File: src/hw/rtl/sbrcd_pkg.sv
// Shared types and constants for the sound-chip bus remap and cycle delay block.
package sbrcd_pkg;

  localparam int NUM_CHIPS   = 4;
  localparam int QUEUE_DEPTH = 2;

  localparam logic [7:0]  UNMAPPED     = 8'hFE;
  localparam logic [15:0] FM_ADDR_A    = 16'hDF40;
  localparam logic [15:0] FM_ADDR_B    = 16'hDF50;
  localparam logic [15:0] MIRROR_LO    = 16'hD5C0;
  localparam logic [15:0] MIRROR_HI    = 16'hD5DF;
  localparam logic [16:0] WIN_SPAN     = 17'h0001F;
  localparam logic [16:0] FOLD         = 17'h0FFFF;
  localparam logic [2:0]  CHIP_FM_NONE = 3'd5;

  localparam logic [2:0]  RST_CHIP_COUNT  = 3'd1;
  localparam logic [15:0] RST_BASE_ONE    = 16'hD400;
  localparam logic [15:0] RST_BASE_TWO    = 16'hD420;
  localparam logic [15:0] RST_BASE_THREE  = 16'hD440;
  localparam logic [15:0] RST_BASE_FOUR   = 16'hD460;
  localparam logic [7:0]  RST_FM_SEL      = 8'd0;
  localparam logic        RST_FORCE_SEC   = 1'b0;
  localparam logic [7:0]  RST_FIRST_CHIPS = 8'd1;

  typedef enum logic [1:0] {
    REQ_READ  = 2'd0,
    REQ_WRITE = 2'd1,
    REQ_FLUSH = 2'd2,
    REQ_RSVD  = 2'd3
  } req_t;

  typedef enum logic [2:0] {
    REG_CHIP_COUNT  = 3'd0,
    REG_BASE_ONE    = 3'd1,
    REG_BASE_TWO    = 3'd2,
    REG_BASE_THREE  = 3'd3,
    REG_BASE_FOUR   = 3'd4,
    REG_FM_SEL      = 3'd5,
    REG_FORCE_SEC   = 3'd6,
    REG_FIRST_CHIPS = 3'd7
  } reg_idx_t;

  typedef struct packed {
    logic [2:0]                 chip_count;
    logic [NUM_CHIPS-1:0][15:0] base;
    logic [7:0]                 fm_sel;
    logic                       force_sec;
    logic [7:0]                 first_chips;
  } cfg_t;

  typedef struct packed {
    req_t        req;
    logic [7:0]  phys;
    logic [2:0]  chip;
    logic        mapped;
    logic [7:0]  value;
    logic [31:0] now;
  } job_t;

endpackage

File: src/hw/rtl/sbrcd_ifs.sv
// Valid/ready channel interfaces for bus requests and remap results.
interface sbrcd_req_if;
  logic        valid;
  logic        ready;
  logic [1:0]  req_type;
  logic [15:0] bus_address;
  logic [7:0]  write_value;
  logic [31:0] cycle_now;

  modport source (output valid, req_type, bus_address, write_value, cycle_now, input ready);
  modport sink (input valid, req_type, bus_address, write_value, cycle_now, output ready);
endinterface

interface sbrcd_rsp_if;
  logic        valid;
  logic        ready;
  logic [7:0]  phys_address;
  logic [2:0]  chip_number;
  logic        is_mapped;
  logic [15:0] delay_cycles;
  logic [16:0] full_waits;
  logic        send_wait;
  logic        send_write;
  logic [7:0]  out_value;

  modport source (output valid, phys_address, chip_number, is_mapped, delay_cycles,
                  full_waits, send_wait, send_write, out_value, input ready);
  modport sink (input valid, phys_address, chip_number, is_mapped, delay_cycles,
                full_waits, send_wait, send_write, out_value, output ready);
endinterface

File: src/hw/rtl/sbrcd_regs.sv
// APB configuration register file.
module sbrcd_regs (
  input  logic              clk,
  input  logic              rst_n,
  input  logic              psel,
  input  logic              penable,
  input  logic              pwrite,
  input  logic [4:0]        paddr,
  input  logic [31:0]       pwdata,
  output logic [31:0]       prdata,
  output logic              pready,
  output sbrcd_pkg::cfg_t   cfg
);

  sbrcd_pkg::cfg_t      cfg_r;
  sbrcd_pkg::reg_idx_t  idx;
  logic                 wr_en;

  assign idx    = sbrcd_pkg::reg_idx_t'(paddr[4:2]);
  assign wr_en  = psel && penable && pwrite;
  assign pready = 1'b1;
  assign cfg    = cfg_r;

  always_ff @(posedge clk) begin
    if (!rst_n) begin
      cfg_r.chip_count  <= sbrcd_pkg::RST_CHIP_COUNT;
      cfg_r.base[0]     <= sbrcd_pkg::RST_BASE_ONE;
      cfg_r.base[1]     <= sbrcd_pkg::RST_BASE_TWO;
      cfg_r.base[2]     <= sbrcd_pkg::RST_BASE_THREE;
      cfg_r.base[3]     <= sbrcd_pkg::RST_BASE_FOUR;
      cfg_r.fm_sel      <= sbrcd_pkg::RST_FM_SEL;
      cfg_r.force_sec   <= sbrcd_pkg::RST_FORCE_SEC;
      cfg_r.first_chips <= sbrcd_pkg::RST_FIRST_CHIPS;
    end else if (wr_en) begin
      unique case (idx)
        sbrcd_pkg::REG_CHIP_COUNT:  cfg_r.chip_count  <= pwdata[2:0];
        sbrcd_pkg::REG_BASE_ONE:    cfg_r.base[0]     <= pwdata[15:0];
        sbrcd_pkg::REG_BASE_TWO:    cfg_r.base[1]     <= pwdata[15:0];
        sbrcd_pkg::REG_BASE_THREE:  cfg_r.base[2]     <= pwdata[15:0];
        sbrcd_pkg::REG_BASE_FOUR:   cfg_r.base[3]     <= pwdata[15:0];
        sbrcd_pkg::REG_FM_SEL:      cfg_r.fm_sel      <= pwdata[7:0];
        sbrcd_pkg::REG_FORCE_SEC:   cfg_r.force_sec   <= pwdata[0];
        sbrcd_pkg::REG_FIRST_CHIPS: cfg_r.first_chips <= pwdata[7:0];
      endcase
    end
  end

  always_comb begin
    unique case (idx)
      sbrcd_pkg::REG_CHIP_COUNT:  prdata = {29'd0, cfg_r.chip_count};
      sbrcd_pkg::REG_BASE_ONE:    prdata = {16'd0, cfg_r.base[0]};
      sbrcd_pkg::REG_BASE_TWO:    prdata = {16'd0, cfg_r.base[1]};
      sbrcd_pkg::REG_BASE_THREE:  prdata = {16'd0, cfg_r.base[2]};
      sbrcd_pkg::REG_BASE_FOUR:   prdata = {16'd0, cfg_r.base[3]};
      sbrcd_pkg::REG_FM_SEL:      prdata = {24'd0, cfg_r.fm_sel};
      sbrcd_pkg::REG_FORCE_SEC:   prdata = {31'd0, cfg_r.force_sec};
      sbrcd_pkg::REG_FIRST_CHIPS: prdata = {24'd0, cfg_r.first_chips};
    endcase
  end

endmodule

File: src/hw/rtl/sbrcd_front.sv
// Front end: accepts requests, decodes bus address, tracks the current chip.
module sbrcd_front (
  input  logic              clk,
  input  logic              rst_n,
  input  sbrcd_pkg::cfg_t   cfg,
  sbrcd_req_if.sink         in_ch,
  output logic              push_valid,
  input  logic              push_ready,
  output sbrcd_pkg::job_t   push_data
);

  logic [2:0]                          cur_chip_r;
  logic [2:0]                          chip_nxt;
  logic [7:0]                          phys;
  logic [15:0]                         addr;
  logic [4:0]                          low;
  logic [sbrcd_pkg::NUM_CHIPS-1:0]     win_hit;
  logic                                fm_hit;
  logic                                mirror;
  logic                                decoding;
  logic [1:0]                          sock;
  sbrcd_pkg::req_t                     req;

  assign addr = in_ch.bus_address;
  assign low  = addr[4:0];
  assign req  = sbrcd_pkg::req_t'(in_ch.req_type);
  assign decoding = (req == sbrcd_pkg::REQ_READ) || (req == sbrcd_pkg::REQ_WRITE);

  always_comb begin
    for (int k = 0; k < sbrcd_pkg::NUM_CHIPS; k++) begin
      win_hit[k] = (addr >= cfg.base[k]) &&
                   ({1'b0, addr} < ({1'b0, cfg.base[k]} + sbrcd_pkg::WIN_SPAN));
    end
    fm_hit = (addr == sbrcd_pkg::FM_ADDR_A) || (addr == sbrcd_pkg::FM_ADDR_B);
    mirror = (addr >= sbrcd_pkg::MIRROR_LO) && (addr <= sbrcd_pkg::MIRROR_HI);
    sock = 2'd0;
    if (cfg.force_sec) begin
      priority if (cfg.first_chips == 8'd1) sock = 2'd1;
      else if (cfg.first_chips == 8'd2) sock = 2'd2;
      else sock = 2'd0;
    end

    phys     = sbrcd_pkg::UNMAPPED;
    chip_nxt = cur_chip_r;
    if (decoding) begin
      priority if (fm_hit) begin
        if (cfg.fm_sel >= 8'd1 && cfg.fm_sel <= 8'd4) begin
          chip_nxt = cfg.fm_sel[2:0];
          phys     = {1'b0, cfg.fm_sel[1:0] - 2'd1, low};
        end else begin
          chip_nxt = sbrcd_pkg::CHIP_FM_NONE;
          phys     = {3'b100, low};
        end
      end else if (cfg.chip_count == 3'd1) begin
        if (win_hit[0] || mirror) begin
          chip_nxt = 3'd1;
          phys     = {1'b0, sock, low};
        end
      end else if (cfg.chip_count >= 3'd2 && cfg.chip_count <= 3'd4) begin
        // descending so the lowest matching window wins
        for (int k = sbrcd_pkg::NUM_CHIPS - 1; k >= 0; k--) begin
          if (win_hit[k] && (3'(k) < cfg.chip_count)) begin
            chip_nxt = 3'(k + 1);
            phys     = {1'b0, 2'(k), low};
          end
        end
      end else begin
        phys = sbrcd_pkg::UNMAPPED;
      end
    end
  end

  assign in_ch.ready = push_ready;
  assign push_valid  = in_ch.valid;

  always_comb begin
    push_data.req    = req;
    push_data.phys   = phys;
    push_data.chip   = chip_nxt;
    push_data.mapped = (phys != sbrcd_pkg::UNMAPPED);
    push_data.value  = in_ch.write_value;
    push_data.now    = in_ch.cycle_now;
  end

  always_ff @(posedge clk) begin
    if (!rst_n) begin
      cur_chip_r <= 3'd0;
    end else if (push_valid && push_ready) begin
      cur_chip_r <= chip_nxt;
    end
  end

  a_mapped_consistent: assert property (@(posedge clk) disable iff (!rst_n)
    push_valid |-> (push_data.mapped == (push_data.phys != sbrcd_pkg::UNMAPPED)))
    else $error("mapped flag disagrees with physical address");

  a_nondecode_unmapped: assert property (@(posedge clk) disable iff (!rst_n)
    (push_valid && !decoding) |-> (!push_data.mapped && push_data.chip == cur_chip_r))
    else $error("flush or reserved request changed the decode");

endmodule

File: src/hw/rtl/sbrcd_fifo.sv
// Short queue between front and back ends.
module sbrcd_fifo #(
  parameter int DEPTH = sbrcd_pkg::QUEUE_DEPTH
) (
  input  logic              clk,
  input  logic              rst_n,
  input  logic              push_valid,
  output logic              push_ready,
  input  sbrcd_pkg::job_t   push_data,
  output logic              pop_valid,
  input  logic              pop_ready,
  output sbrcd_pkg::job_t   pop_data
);

  localparam int AW = (DEPTH > 1) ? $clog2(DEPTH) : 1;
  localparam int CW = $clog2(DEPTH + 1);

  sbrcd_pkg::job_t  mem_r [DEPTH];
  logic [AW-1:0]    wr_ptr_r, rd_ptr_r;
  logic [CW-1:0]    cnt_r, cnt_nxt;
  logic             push, pop;

  assign push_ready = (cnt_r != CW'(DEPTH));
  assign pop_valid  = (cnt_r != '0);
  assign pop_data   = mem_r[rd_ptr_r];
  assign push       = push_valid && push_ready;
  assign pop        = pop_valid && pop_ready;

  always_comb begin
    unique case ({push, pop})
      2'b10:   cnt_nxt = cnt_r + CW'(1);
      2'b01:   cnt_nxt = cnt_r - CW'(1);
      default: cnt_nxt = cnt_r;
    endcase
  end

  always_ff @(posedge clk) begin
    if (!rst_n) begin
      wr_ptr_r <= '0;
      rd_ptr_r <= '0;
      cnt_r    <= '0;
    end else begin
      cnt_r <= cnt_nxt;
      if (push) wr_ptr_r <= (wr_ptr_r == AW'(DEPTH - 1)) ? '0 : wr_ptr_r + AW'(1);
      if (pop)  rd_ptr_r <= (rd_ptr_r == AW'(DEPTH - 1)) ? '0 : rd_ptr_r + AW'(1);
    end
  end

  always_ff @(posedge clk) begin
    if (push) mem_r[wr_ptr_r] <= push_data;
  end

  a_cnt_bound: assert property (@(posedge clk) disable iff (!rst_n)
    cnt_r <= CW'(DEPTH))
    else $error("queue occupancy out of range");

  a_cnt_push: assert property (@(posedge clk) disable iff (!rst_n)
    (push && !pop) |=> (cnt_r == $past(cnt_r) + CW'(1)))
    else $error("queue count missed a transfer");

endmodule

File: src/hw/rtl/sbrcd_back.sv
// Back end: cycle delay tracking, fold by 65535 and result register.
module sbrcd_back (
  input  logic              clk,
  input  logic              rst_n,
  input  logic              pop_valid,
  output logic              pop_ready,
  input  sbrcd_pkg::job_t   pop_data,
  sbrcd_rsp_if.source       out_ch
);

  typedef struct packed {
    logic [31:0] delta;
    logic        fold_en;
    logic        waits_en;
    logic        swait;
    logic        swrite;
    logic [7:0]  oval;
    logic [7:0]  phys;
    logic [2:0]  chip;
    logic        mapped;
  } stage_t;

  logic [31:0] last_cycle_r, last_cycle_nxt;
  logic        wds_r, wds_nxt;
  logic        s1_v_r, out_v_r;
  stage_t      s1_r, s1_nxt;
  logic        adv_out, s1_ready, pop;
  logic [31:0] delta;
  logic        flush_wait;

  logic [16:0] fsum;
  logic        over;
  logic [15:0] folded;
  logic [16:0] quot;

  logic [7:0]  phys_r, oval_r;
  logic [2:0]  chip_r;
  logic        mapped_r, swait_r, swrite_r;
  logic [15:0] delay_r;
  logic [16:0] waits_r;

  assign adv_out   = !out_v_r || out_ch.ready;
  assign s1_ready  = !s1_v_r || adv_out;
  assign pop_ready = s1_ready;
  assign pop       = pop_valid && s1_ready;

  assign delta      = pop_data.now - last_cycle_r;
  assign flush_wait = (pop_data.now >= last_cycle_r) && wds_r;

  always_comb begin
    s1_nxt.delta    = delta;
    s1_nxt.fold_en  = 1'b0;
    s1_nxt.waits_en = 1'b0;
    s1_nxt.swait    = 1'b0;
    s1_nxt.swrite   = 1'b0;
    s1_nxt.oval     = 8'd0;
    s1_nxt.phys     = pop_data.phys;
    s1_nxt.chip     = pop_data.chip;
    s1_nxt.mapped   = pop_data.mapped;
    last_cycle_nxt  = last_cycle_r;
    wds_nxt         = wds_r;
    unique case (pop_data.req)
      sbrcd_pkg::REQ_READ: begin
        s1_nxt.fold_en  = 1'b1;
        s1_nxt.waits_en = 1'b1;
        last_cycle_nxt  = pop_data.now;
      end
      sbrcd_pkg::REQ_WRITE: begin
        s1_nxt.fold_en  = 1'b1;
        s1_nxt.waits_en = 1'b1;
        s1_nxt.swait    = pop_data.mapped;
        s1_nxt.swrite   = pop_data.mapped;
        s1_nxt.oval     = pop_data.mapped ? pop_data.value : 8'd0;
        last_cycle_nxt  = pop_data.now;
        if (delta != 32'd0) wds_nxt = 1'b1;
      end
      sbrcd_pkg::REQ_FLUSH: begin
        s1_nxt.fold_en = flush_wait;
        s1_nxt.swait   = flush_wait;
        last_cycle_nxt = pop_data.now;
        wds_nxt        = 1'b0;
      end
      sbrcd_pkg::REQ_RSVD: begin
      end
    endcase
  end

  // d = hi*65535 + (hi + lo): one conditional subtract gives 1..65535 for d != 0
  always_comb begin
    fsum   = {1'b0, s1_r.delta[31:16]} + {1'b0, s1_r.delta[15:0]};
    over   = fsum[16];
    folded = over ? 16'(fsum - sbrcd_pkg::FOLD) : fsum[15:0];
    quot   = {1'b0, s1_r.delta[31:16]} + {16'd0, over};
  end

  always_ff @(posedge clk) begin
    if (!rst_n) begin
      last_cycle_r <= 32'd0;
      wds_r        <= 1'b0;
      s1_v_r       <= 1'b0;
      out_v_r      <= 1'b0;
    end else begin
      if (pop) begin
        last_cycle_r <= last_cycle_nxt;
        wds_r        <= wds_nxt;
      end
      if (s1_ready) s1_v_r <= pop_valid;
      if (adv_out)  out_v_r <= s1_v_r;
    end
  end

  always_ff @(posedge clk) begin
    if (pop) s1_r <= s1_nxt;
    if (adv_out && s1_v_r) begin
      phys_r   <= s1_r.phys;
      chip_r   <= s1_r.chip;
      mapped_r <= s1_r.mapped;
      delay_r  <= s1_r.fold_en ? folded : 16'd0;
      waits_r  <= (s1_r.fold_en && s1_r.waits_en) ? quot : 17'd0;
      swait_r  <= s1_r.swait;
      swrite_r <= s1_r.swrite;
      oval_r   <= s1_r.oval;
    end
  end

  assign out_ch.valid        = out_v_r;
  assign out_ch.phys_address = phys_r;
  assign out_ch.chip_number  = chip_r;
  assign out_ch.is_mapped    = mapped_r;
  assign out_ch.delay_cycles = delay_r;
  assign out_ch.full_waits   = waits_r;
  assign out_ch.send_wait    = swait_r;
  assign out_ch.send_write   = swrite_r;
  assign out_ch.out_value    = oval_r;

  a_write_needs_map: assert property (@(posedge clk) disable iff (!rst_n)
    (out_v_r && swrite_r) |-> (mapped_r && swait_r))
    else $error("forwarded write without mapped address and wait");

  a_zero_delay_no_waits: assert property (@(posedge clk) disable iff (!rst_n)
    (out_v_r && delay_r == 16'd0) |-> (waits_r == 17'd0))
    else $error("full waits reported with zero delay");

endmodule

File: src/hw/rtl/sid_bus_remap_and_cycle_delay.sv
// Top level of the sound-chip bus remap and cycle delay block.
// Takes one request transfer per clock while the queue has room and returns exactly
// one result transfer per request, in order. A request decodes in the front end in the
// cycle it is taken, waits in a short queue, then passes two back-end registers (delay
// measurement, then fold and result register). With the output not stalled, the
// sustained rate of one transfer per cycle is set by the back end's update of the
// last-cycle count. Configuration registers sit on the APB port at byte address
// 4*index; the user is to write them only while the block holds no request in flight,
// as the block itself does not enforce this.
module sid_bus_remap_and_cycle_delay #(
  parameter int QUEUE_DEPTH = sbrcd_pkg::QUEUE_DEPTH
) (
  input  logic         clk,
  input  logic         rst_n,
  sbrcd_req_if.sink    in_ch,
  sbrcd_rsp_if.source  out_ch,
  input  logic         psel,
  input  logic         penable,
  input  logic         pwrite,
  input  logic [4:0]   paddr,
  input  logic [31:0]  pwdata,
  output logic [31:0]  prdata,
  output logic         pready
);

  sbrcd_pkg::cfg_t  cfg;
  sbrcd_pkg::job_t  push_data, pop_data;
  logic             push_valid, push_ready, pop_valid, pop_ready;

  sbrcd_regs u_regs (
    .clk     (clk),
    .rst_n   (rst_n),
    .psel    (psel),
    .penable (penable),
    .pwrite  (pwrite),
    .paddr   (paddr),
    .pwdata  (pwdata),
    .prdata  (prdata),
    .pready  (pready),
    .cfg     (cfg)
  );

  sbrcd_front u_front (
    .clk        (clk),
    .rst_n      (rst_n),
    .cfg        (cfg),
    .in_ch      (in_ch),
    .push_valid (push_valid),
    .push_ready (push_ready),
    .push_data  (push_data)
  );

  sbrcd_fifo #(
    .DEPTH (QUEUE_DEPTH)
  ) u_fifo (
    .clk        (clk),
    .rst_n      (rst_n),
    .push_valid (push_valid),
    .push_ready (push_ready),
    .push_data  (push_data),
    .pop_valid  (pop_valid),
    .pop_ready  (pop_ready),
    .pop_data   (pop_data)
  );

  sbrcd_back u_back (
    .clk       (clk),
    .rst_n     (rst_n),
    .pop_valid (pop_valid),
    .pop_ready (pop_ready),
    .pop_data  (pop_data),
    .out_ch    (out_ch)
  );

endmodule

File: src/flat_wrapper.sv
// flat-port wrapper written by rule: the top's interface ports become plain ports
module sid_bus_remap_and_cycle_delay_flat 
#(
  parameter int QUEUE_DEPTH = sbrcd_pkg::QUEUE_DEPTH
)
  (clk, rst_n, psel, penable, pwrite, paddr, pwdata, prdata, pready, in_ch_valid, in_ch_req_type, in_ch_bus_address, in_ch_write_value, in_ch_cycle_now, in_ch_ready, out_ch_valid, out_ch_phys_address, out_ch_chip_number, out_ch_is_mapped, out_ch_delay_cycles, out_ch_full_waits, out_ch_send_wait, out_ch_send_write, out_ch_out_value, out_ch_ready);
  sbrcd_req_if in_ch_i ();
  sbrcd_rsp_if out_ch_i ();
  input  logic clk;
  input  logic rst_n;
  input  logic psel;
  input  logic penable;
  input  logic pwrite;
  input  logic [4:0] paddr;
  input  logic [31:0] pwdata;
  output logic [31:0] prdata;
  output logic pready;
  input wire logic [$bits(in_ch_i.valid)-1:0] in_ch_valid;
  input wire logic [$bits(in_ch_i.req_type)-1:0] in_ch_req_type;
  input wire logic [$bits(in_ch_i.bus_address)-1:0] in_ch_bus_address;
  input wire logic [$bits(in_ch_i.write_value)-1:0] in_ch_write_value;
  input wire logic [$bits(in_ch_i.cycle_now)-1:0] in_ch_cycle_now;
  output wire logic [$bits(in_ch_i.ready)-1:0] in_ch_ready;
  output wire logic [$bits(out_ch_i.valid)-1:0] out_ch_valid;
  output wire logic [$bits(out_ch_i.phys_address)-1:0] out_ch_phys_address;
  output wire logic [$bits(out_ch_i.chip_number)-1:0] out_ch_chip_number;
  output wire logic [$bits(out_ch_i.is_mapped)-1:0] out_ch_is_mapped;
  output wire logic [$bits(out_ch_i.delay_cycles)-1:0] out_ch_delay_cycles;
  output wire logic [$bits(out_ch_i.full_waits)-1:0] out_ch_full_waits;
  output wire logic [$bits(out_ch_i.send_wait)-1:0] out_ch_send_wait;
  output wire logic [$bits(out_ch_i.send_write)-1:0] out_ch_send_write;
  output wire logic [$bits(out_ch_i.out_value)-1:0] out_ch_out_value;
  input wire logic [$bits(out_ch_i.ready)-1:0] out_ch_ready;
  assign in_ch_i.valid = in_ch_valid;
  assign in_ch_i.req_type = in_ch_req_type;
  assign in_ch_i.bus_address = in_ch_bus_address;
  assign in_ch_i.write_value = in_ch_write_value;
  assign in_ch_i.cycle_now = in_ch_cycle_now;
  assign in_ch_ready = in_ch_i.ready;
  assign out_ch_valid = out_ch_i.valid;
  assign out_ch_phys_address = out_ch_i.phys_address;
  assign out_ch_chip_number = out_ch_i.chip_number;
  assign out_ch_is_mapped = out_ch_i.is_mapped;
  assign out_ch_delay_cycles = out_ch_i.delay_cycles;
  assign out_ch_full_waits = out_ch_i.full_waits;
  assign out_ch_send_wait = out_ch_i.send_wait;
  assign out_ch_send_write = out_ch_i.send_write;
  assign out_ch_out_value = out_ch_i.out_value;
  assign out_ch_i.ready = out_ch_ready;
  sid_bus_remap_and_cycle_delay #(.QUEUE_DEPTH(QUEUE_DEPTH)) u_core (.clk(clk), .rst_n(rst_n), .in_ch(in_ch_i), .out_ch(out_ch_i), .psel(psel), .penable(penable), .pwrite(pwrite), .paddr(paddr), .pwdata(pwdata), .prdata(prdata), .pready(pready));
endmodule
File: config.mk
export PLATFORM = sky130hd
export DESIGN_NAME = sid_bus_remap_and_cycle_delay_flat
export DESIGN_NICKNAME = d
export VERILOG_FILES = /design/src/hw/rtl/sbrcd_pkg.sv /design/src/hw/rtl/sbrcd_ifs.sv /design/src/hw/rtl/sbrcd_regs.sv /design/src/hw/rtl/sbrcd_front.sv /design/src/hw/rtl/sbrcd_fifo.sv /design/src/hw/rtl/sbrcd_back.sv /design/src/hw/rtl/sid_bus_remap_and_cycle_delay.sv /design/src/flat_wrapper.sv
export SDC_FILE = /design/constraint.sdc
export NUM_CORES = 1
export LEC_CHECK = 0
export BUFFER_PORTS_ARGS = -buffer_cell sky130_fd_sc_hd__buf_2
export CAP_MARGIN = 10
export CORE_MARGIN = 10
export CORE_UTILIZATION = 45
export CTS_CLUSTER_DIAMETER = 50
export CTS_CLUSTER_SIZE = 16
export DETAILED_ROUTE_END_ITERATION = 12
export GPL_ROUTABILITY_DRIVEN = 0
export PLACE_DENSITY = 0.62
export SLEW_MARGIN = 25
export SYNTH_ARGS = -nofsm -noshare
export SYNTH_HDL_FRONTEND = slang
export SYNTH_SLANG_ARGS = --single-unit
File: constraint.sdc
create_clock -name clk -period 6.63 [get_ports clk]
set_input_delay 1.326 -clock clk [delete_from_list [all_inputs] [get_ports clk]]
set_output_delay 1.326 -clock clk [all_outputs]
set_load 0.05 [all_outputs]
==> run_results.csv, run 1 <==
group,metric,value,unit
layout,final_nets,2514,
clock_network,cts_max_path_buffers,3,
pwr,power.total,9.77,mW
yosys,async_reset_ff_share,0,%
job,cap_violations,0,
global_route,grt.busiest_layer,"met2",
floorplan,die-width,234,um
drt,drt_iter0_drc,1153,
clock_network,clockRootBuffer,"clkbuf_16",
yosys,ys_warn_count,0,
worst_setup_path,cp_slowest_cell,"nor2_1",
yosys,ys_ff_latch,346,
pwr,powerDensity,420,nW/um^2
worst_setup_path,cp_slowest_stage_delay,830,ps
layout,stdcell_area,23200,sq um
yosys,synth-edff-count,219,
sta,setup_violations,0,
global_route,grt_max_degree,64,
clock_network,clk_latency,560,ps
place,dpl_cell_area,22000,sq um
yosys,yosys-top-cells-area,"edfxtp_1, dfxtp_1, ha_1",
layout,post_layout_nonfiller_instances,2852,
global_route,grt_antenna_before_repair,8,
yosys,seq_area_frac_synth,44.1,%
drt,dr.pass1.iters,5,
worst_setup_path,arrival,4130,ps
yosys,yosys_most_used_dff,"edfxtp_1",
global_route,use_met2,29.0,%
layout,final_common_cell,"edfxtp_1",
global_route,first_global_vias,15061,
global_route,grt_pass1_wl,84100,um
clock_network,cts_hold_buffers,0,
sta,timing.final.crit_period,5460,ps
clock_network,cts_tree,"done",
yosys,syn_avg_cell_area,9.88,sq um
layout,fill_cells,4114,
floorplan,core,45400,sq um
layout,layout_common_cells,"edfxtp_1, nand2_1, ha_1",
floorplan,die-area,54900,sq um
worst_setup_path,path_cells,"buf_2 > clkinv_1 > nor2_1 > a221oi_1 > a21oi_1 > buf_2",
pwr,vdd_drop_max,0.000346,V
yosys,synth_area,20700,sq um
global_route,use_met1,27.0,%
layout,layout-drive-gt1-share,13.3,%
min_path,hold_path_class,"reg -> reg",
floorplan,boundaryPins,192,
worst_setup_path,path_max_fanout,36,
layout,area_delta_synth_final,12.3,%
clock_network,numClockSinks,346,
sta,timing.final.ws_setup,1170,ps
place,place_hpwl,40800,um
drt,avgRoutedWirePerCell,19.0,um
worst_setup_path,end_kind,"primary output",
drt,vias_per_cell,5.58,
yosys,synth_cells,2093,
sta,tightest_slew,971,ps
clock_network,cts_made_buffers,36,
clock_network,htreeDepth,2,
clock_network,ctsResizeCount,0,
floorplan,die_h,234,um
yosys,synth_top_area_cell,"edfxtp_1",
floorplan,start_util,45.6,%
sta,slew_headroom,35.3,%
sta,skew,18.2,ps
run_status,outcome,"completed",
floorplan,rows,78,
yosys,synth_top_area_share,31.8,%
clock_network,cts_setup_buffers,0,
sta,rsz0062_at_grt,"false",
yosys,ys_types,82,
drt,route.detailed.drc,0,
sta,slew_viol_final,0,
sta,fmax,183,MHz
sta,fin_tns_setup,0,ps
worst_setup_path,cp.required,5300,ps
drt,drt-total-wl,54300,um
place,portBuffers,156,
drt,dr_total_vias,15924,
global_route,grt_usage,19.3,%
place,place_ws,1260,ps
worst_setup_path,criticalPathCategory,"in -> out",
global_route,grt_overflow,0,
pwr,power.leakage,8.88,nW
worst_setup_path,cp-start-kind,"primary input",
worst_setup_path,cp_common_cell,"buf_2",
clock_network,clk_pin_slew,70,ps
sta,period_share,82.4,%
sta,finalHoldViolCount,0,
place,dp_cells,2781,
drt,postRouteAntennaNets,0,
global_route,met3_usage,5.10,%
[stage by stage]
stage,hold slack (ps),utilization (%)
global route,425,51.2
finish,420,51.2
global placement,401,48.4
floorplan,400,-
detailed placement,406,48.4
CTS,422,51.2
[report_power, final]
group          internal (mW)  leakage, nW  switching (mW)
clock network           1.19        0.601           0.910
registers               2.96         3.05           0.247
logic                   1.65         5.23            2.81
[cell families (layout without fill, tap and decap cells)]
kind of cell / after synthesis / count (layout) / synth area share [%]
other cells: 2 / 22 / 0.0363
compound gates: 440 / 440 / 13.9
buf+inv: 235 / 374 / 4.68
fa+ha+maj: 193 / 193 / 11.7
xor+xnor: 112 / 112 / 4.81
simple gates: 646 / 646 / 14.7
flops: 346 / 346 / 44.1
mux: 119 / 119 / 6.08
[final cells by class]
type                    count  area, sq um  share of cell area (%)
multi-input cells        1527        10700                    46.1
flip-flops and latches    346         9120                    39.3
clock buffers              47         1010                    4.37
repair buffers            167          863                    3.72
well taps                 600          751                    3.23
inverters                 141          531                    2.28
clock inverters            19          235                    1.01
diodes                      5         12.5                  0.0539
[critical path: cells and delay by family]
kind | cells | cell delay, ps
buffers and inverters | 3 | 1470
AOI/OAI and AO/OA | 2 | 490
and+or+nand+nor | 1 | 830
[sequential cells by signal (all words and copies together), names as in the netlist, 2 cells and up, named ones only]
| name | count |
|---|---|
| u_core.u_back.last_cycle_r | 32 |
| u_core.u_back.out_ch.chip_number | 3 |
| u_core.u_back.out_ch.delay_cycles | 16 |
| u_core.u_back.out_ch.full_waits | 17 |
| u_core.u_back.out_ch.out_value | 8 |
| u_core.u_back.out_ch.phys_address | 8 |
| u_core.u_back.s1_r | 56 |
| u_core.u_fifo.cnt_r | 2 |
| u_core.u_fifo.mem_r | 108 |
| u_core.u_front.cur_chip_r | 3 |
| u_core.u_regs.cfg | 84 |
[routing by layer]
layer  part of all wire [%]  vias to the layer above
li1                       -                     7798
met1                     47                     7558
met2                     43                      471
met3                    8.3                       93
met4                    2.3                        4
met5                  0.035                        -
[cells in the mapped netlist, drive strengths merged (5+ instances only)]
cell and instances:
nor3 44, ha 191, inv 140, a211o 9, a211oi 23, or3 14, nor2b 18, nand2b 16
xor2 20, a31oi 19, dfxtp 127, o31ai 9, mux2 43, nor2 168, nand2 207, edfxtp 219
or4 5, and3 21, nor4 12, o21bai 7, clkbuf 62, mux2i 75, a21boi 8, nand3 63
o21ai 72, o211ai 32, buf 32, o2111ai 5, nand4 25, or2 5, and2 27, o22ai 7
a21o 26, o21a 35, a221oi 8, xnor2 91, a21oi 140
[worst paths after layout]
check	startpoint	to	slack [ps]	cells past startpoint
setup / recovery	paddr[2]	prdata[5]	1170	6
hold / removal	u_core.u_back.s1_r[3]	u_core.u_back.out_ch.chip_number[2]	420	0
setup reg to reg	u_core.u_regs.cfg[22]	u_core.u_fifo.mem_r[1][44]	2020	16
hold reg to reg	u_core.u_back.s1_r[3]	u_core.u_back.out_ch.chip_number[2]	420	0
(Power assumes the default switching activity.)
==> run 2, diff against run 1 <==
Settings changed: PLACE_DENSITY 0.62 to 0.65.
Clock period 6.63 ns to 4.95 ns, I/O delays scaled along.
==> run 2 against run 1 <==
Non-clock buffer count up 13. Utilization up 0.085 points. Hold slack worse by 5.9 ps. Via count up 1.4%. Cell count up 0.49%. Die area unchanged.
==> run_results.csv, run 2 (synthesis results as in run 1) <==
group,metric,value,unit
run_status,outcome,"completed",
sta,period_share,88.2,%
drt,postRouteAntennaNets,0,
job,cap_violations,0,
clock_network,clk_pin_slew,70,ps
layout,fill_cells,4143,
clock_network,cts_made_buffers,36,
layout,final_common_cell,"edfxtp_1",
clock_network,ctsResizeCount,0,
clock_network,numClockSinks,346,
drt,drt-total-wl,53900,um
pwr,powerDensity,558,nW/um^2
floorplan,die_h,234,um
drt,route.detailed.drc,0,
drt,dr_total_vias,16148,
layout,seq_area,9120,sq um
clock_network,cts_hold_buffers,0,
layout,multi_input_area,10700,sq um
global_route,first_global_vias,15740,
layout,final_util,51.3,%
global_route,grt_usage,19.3,%
global_route,grt_overflow,0,
clock_network,cts_tree,"done",
sta,rsz0062_at_grt,"false",
sta,timing.final.crit_period,4370,ps
worst_setup_path,path_max_fanout,6,
layout,area_delta_synth_final,12.5,%
floorplan,rows,78,
sta,setup_violations,0,
layout,reg.largest.list,"u_core.u_fifo.mem_r x108, u_core.u_regs.cfg x84, u_core.u_back.s1_r x56",
clock_network,clockRootBuffer,"clkbuf_16",
drt,route.met2.wl,23500,um
place,portBuffers,156,
worst_setup_path,criticalPathCategory,"reg -> reg",
place,place_ws,575,ps
global_route,grt_max_degree,63,
floorplan,die-width,234,um
sta,tightest_slew,913,ps
place,dp_cells,2794,
floorplan,core,45400,sq um
floorplan,start_util,45.6,%
clock_network,cts_setup_buffers,0,
layout,post_layout_nonfiller_instances,2866,
layout,largest_register_ffs,108,
drt,highest_layer,"met5",
drt,wl_met3,4670,um
sta,skew,27.0,ps
drt,met1_length,24700,um
global_route,grt_antenna_before_repair,10,
drt,vias_per_cell,5.63,
worst_setup_path,cp.required,5220,ps
drt,drt_iter0_drc,1317,
worst_setup_path,cp-start-kind,"flop",
place,dpl_cell_area,22100,sq um
clock_network,cts_max_path_buffers,3,
layout,stdcell_area,23300,sq um
worst_setup_path,end_kind,"flop",
pwr,power.leakage,8.92,nW
global_route,grt_pass1_wl,84600,um
floorplan,boundaryPins,192,
sta,finalHoldViolCount,0,
layout,layout-drive-gt1-share,13.5,%
clock_network,htreeDepth,2,
drt,dr.pass1.iters,6,
floorplan,die-area,54900,sq um
pwr,vdd_drop_max,0.000488,V
worst_setup_path,arrival,4640,ps
sta,fin_tns_setup,0,ps
place,place_hpwl,41600,um
sta,timing.final.ws_setup,585,ps
min_path,hold_path_class,"reg -> reg",
layout,largest-register,"u_core.u_fifo.mem_r",
sta,slew_viol_final,0,
sta,slew_headroom,39.1,%
sta,fmax,229,MHz
clock_network,clk_latency,560,ps
drt,avgRoutedWirePerCell,18.8,um
layout,layout_common_cells,"edfxtp_1, nand2_1, ha_1",
pwr,power.total,13.0,mW
layout,final_nets,2527,
sta,whs,414,ps
run 2: cell count changes in the layout (fill, tap and decap cells not counted), sizes merged:
cell / previous run / this run
inv: 144 / 147
diode: 5 / 6
clkinvlp: 3 / 1
bufinv: 2 / 1
buf: 167 / 180
run 2: cell type report:
type	instances	area share, %
clock buffer	47	4.18
tap	600	3.23
clock inverter	19	0.844
timing repair buffer	180	4.18
multi-input combinational	1527	46.0
sequential	346	39.2
inverter	141	2.28
antenna	6	0.0645
run 2: critical path: stages, from the launching register on:
cell       delay (ps)
dfxtp_1           450
inv_1              90
ha_1              280
a21oi_1           330
nand2_1           160
xnor2_1           190
ha_1              270
a2111oi_0         610
a21oi_1           150
o31ai_1           110
a31oi_1           100
nor3_1            440
o211ai_1          280
a221oi_1          430
o22ai_1           170
run 2: report_power, final:
group	switching (mW)	internal (mW)	total (mW)
Combinational	3.82	2.23	6.05
Sequential	0.292	3.96	4.25
Clock	1.20	1.49	2.68
Total	5.31	7.68	13.0
run 2: metal layers:
layer	track usage, %	vias up
li1	-	7844
met1	26.8	7709
met2	29.6	522
met3	4.52	65
met4	5.35	8
met5	0	-
run 2: worst paths after layout:
check | start | to | slack (ps) | cells after the start
worst min register to register | u_core.u_back.s1_r[11] | u_core.u_back.out_ch.phys_address[7] | 410 | 0
worst min-delay path | u_core.u_back.s1_r[11] | u_core.u_back.out_ch.phys_address[7] | 410 | 0
worst max register to register | u_core.u_regs.cfg[33] | u_core.u_fifo.mem_r[1][41] | 580 | 14
worst max-delay path | u_core.u_regs.cfg[33] | u_core.u_fifo.mem_r[1][41] | 580 | 14
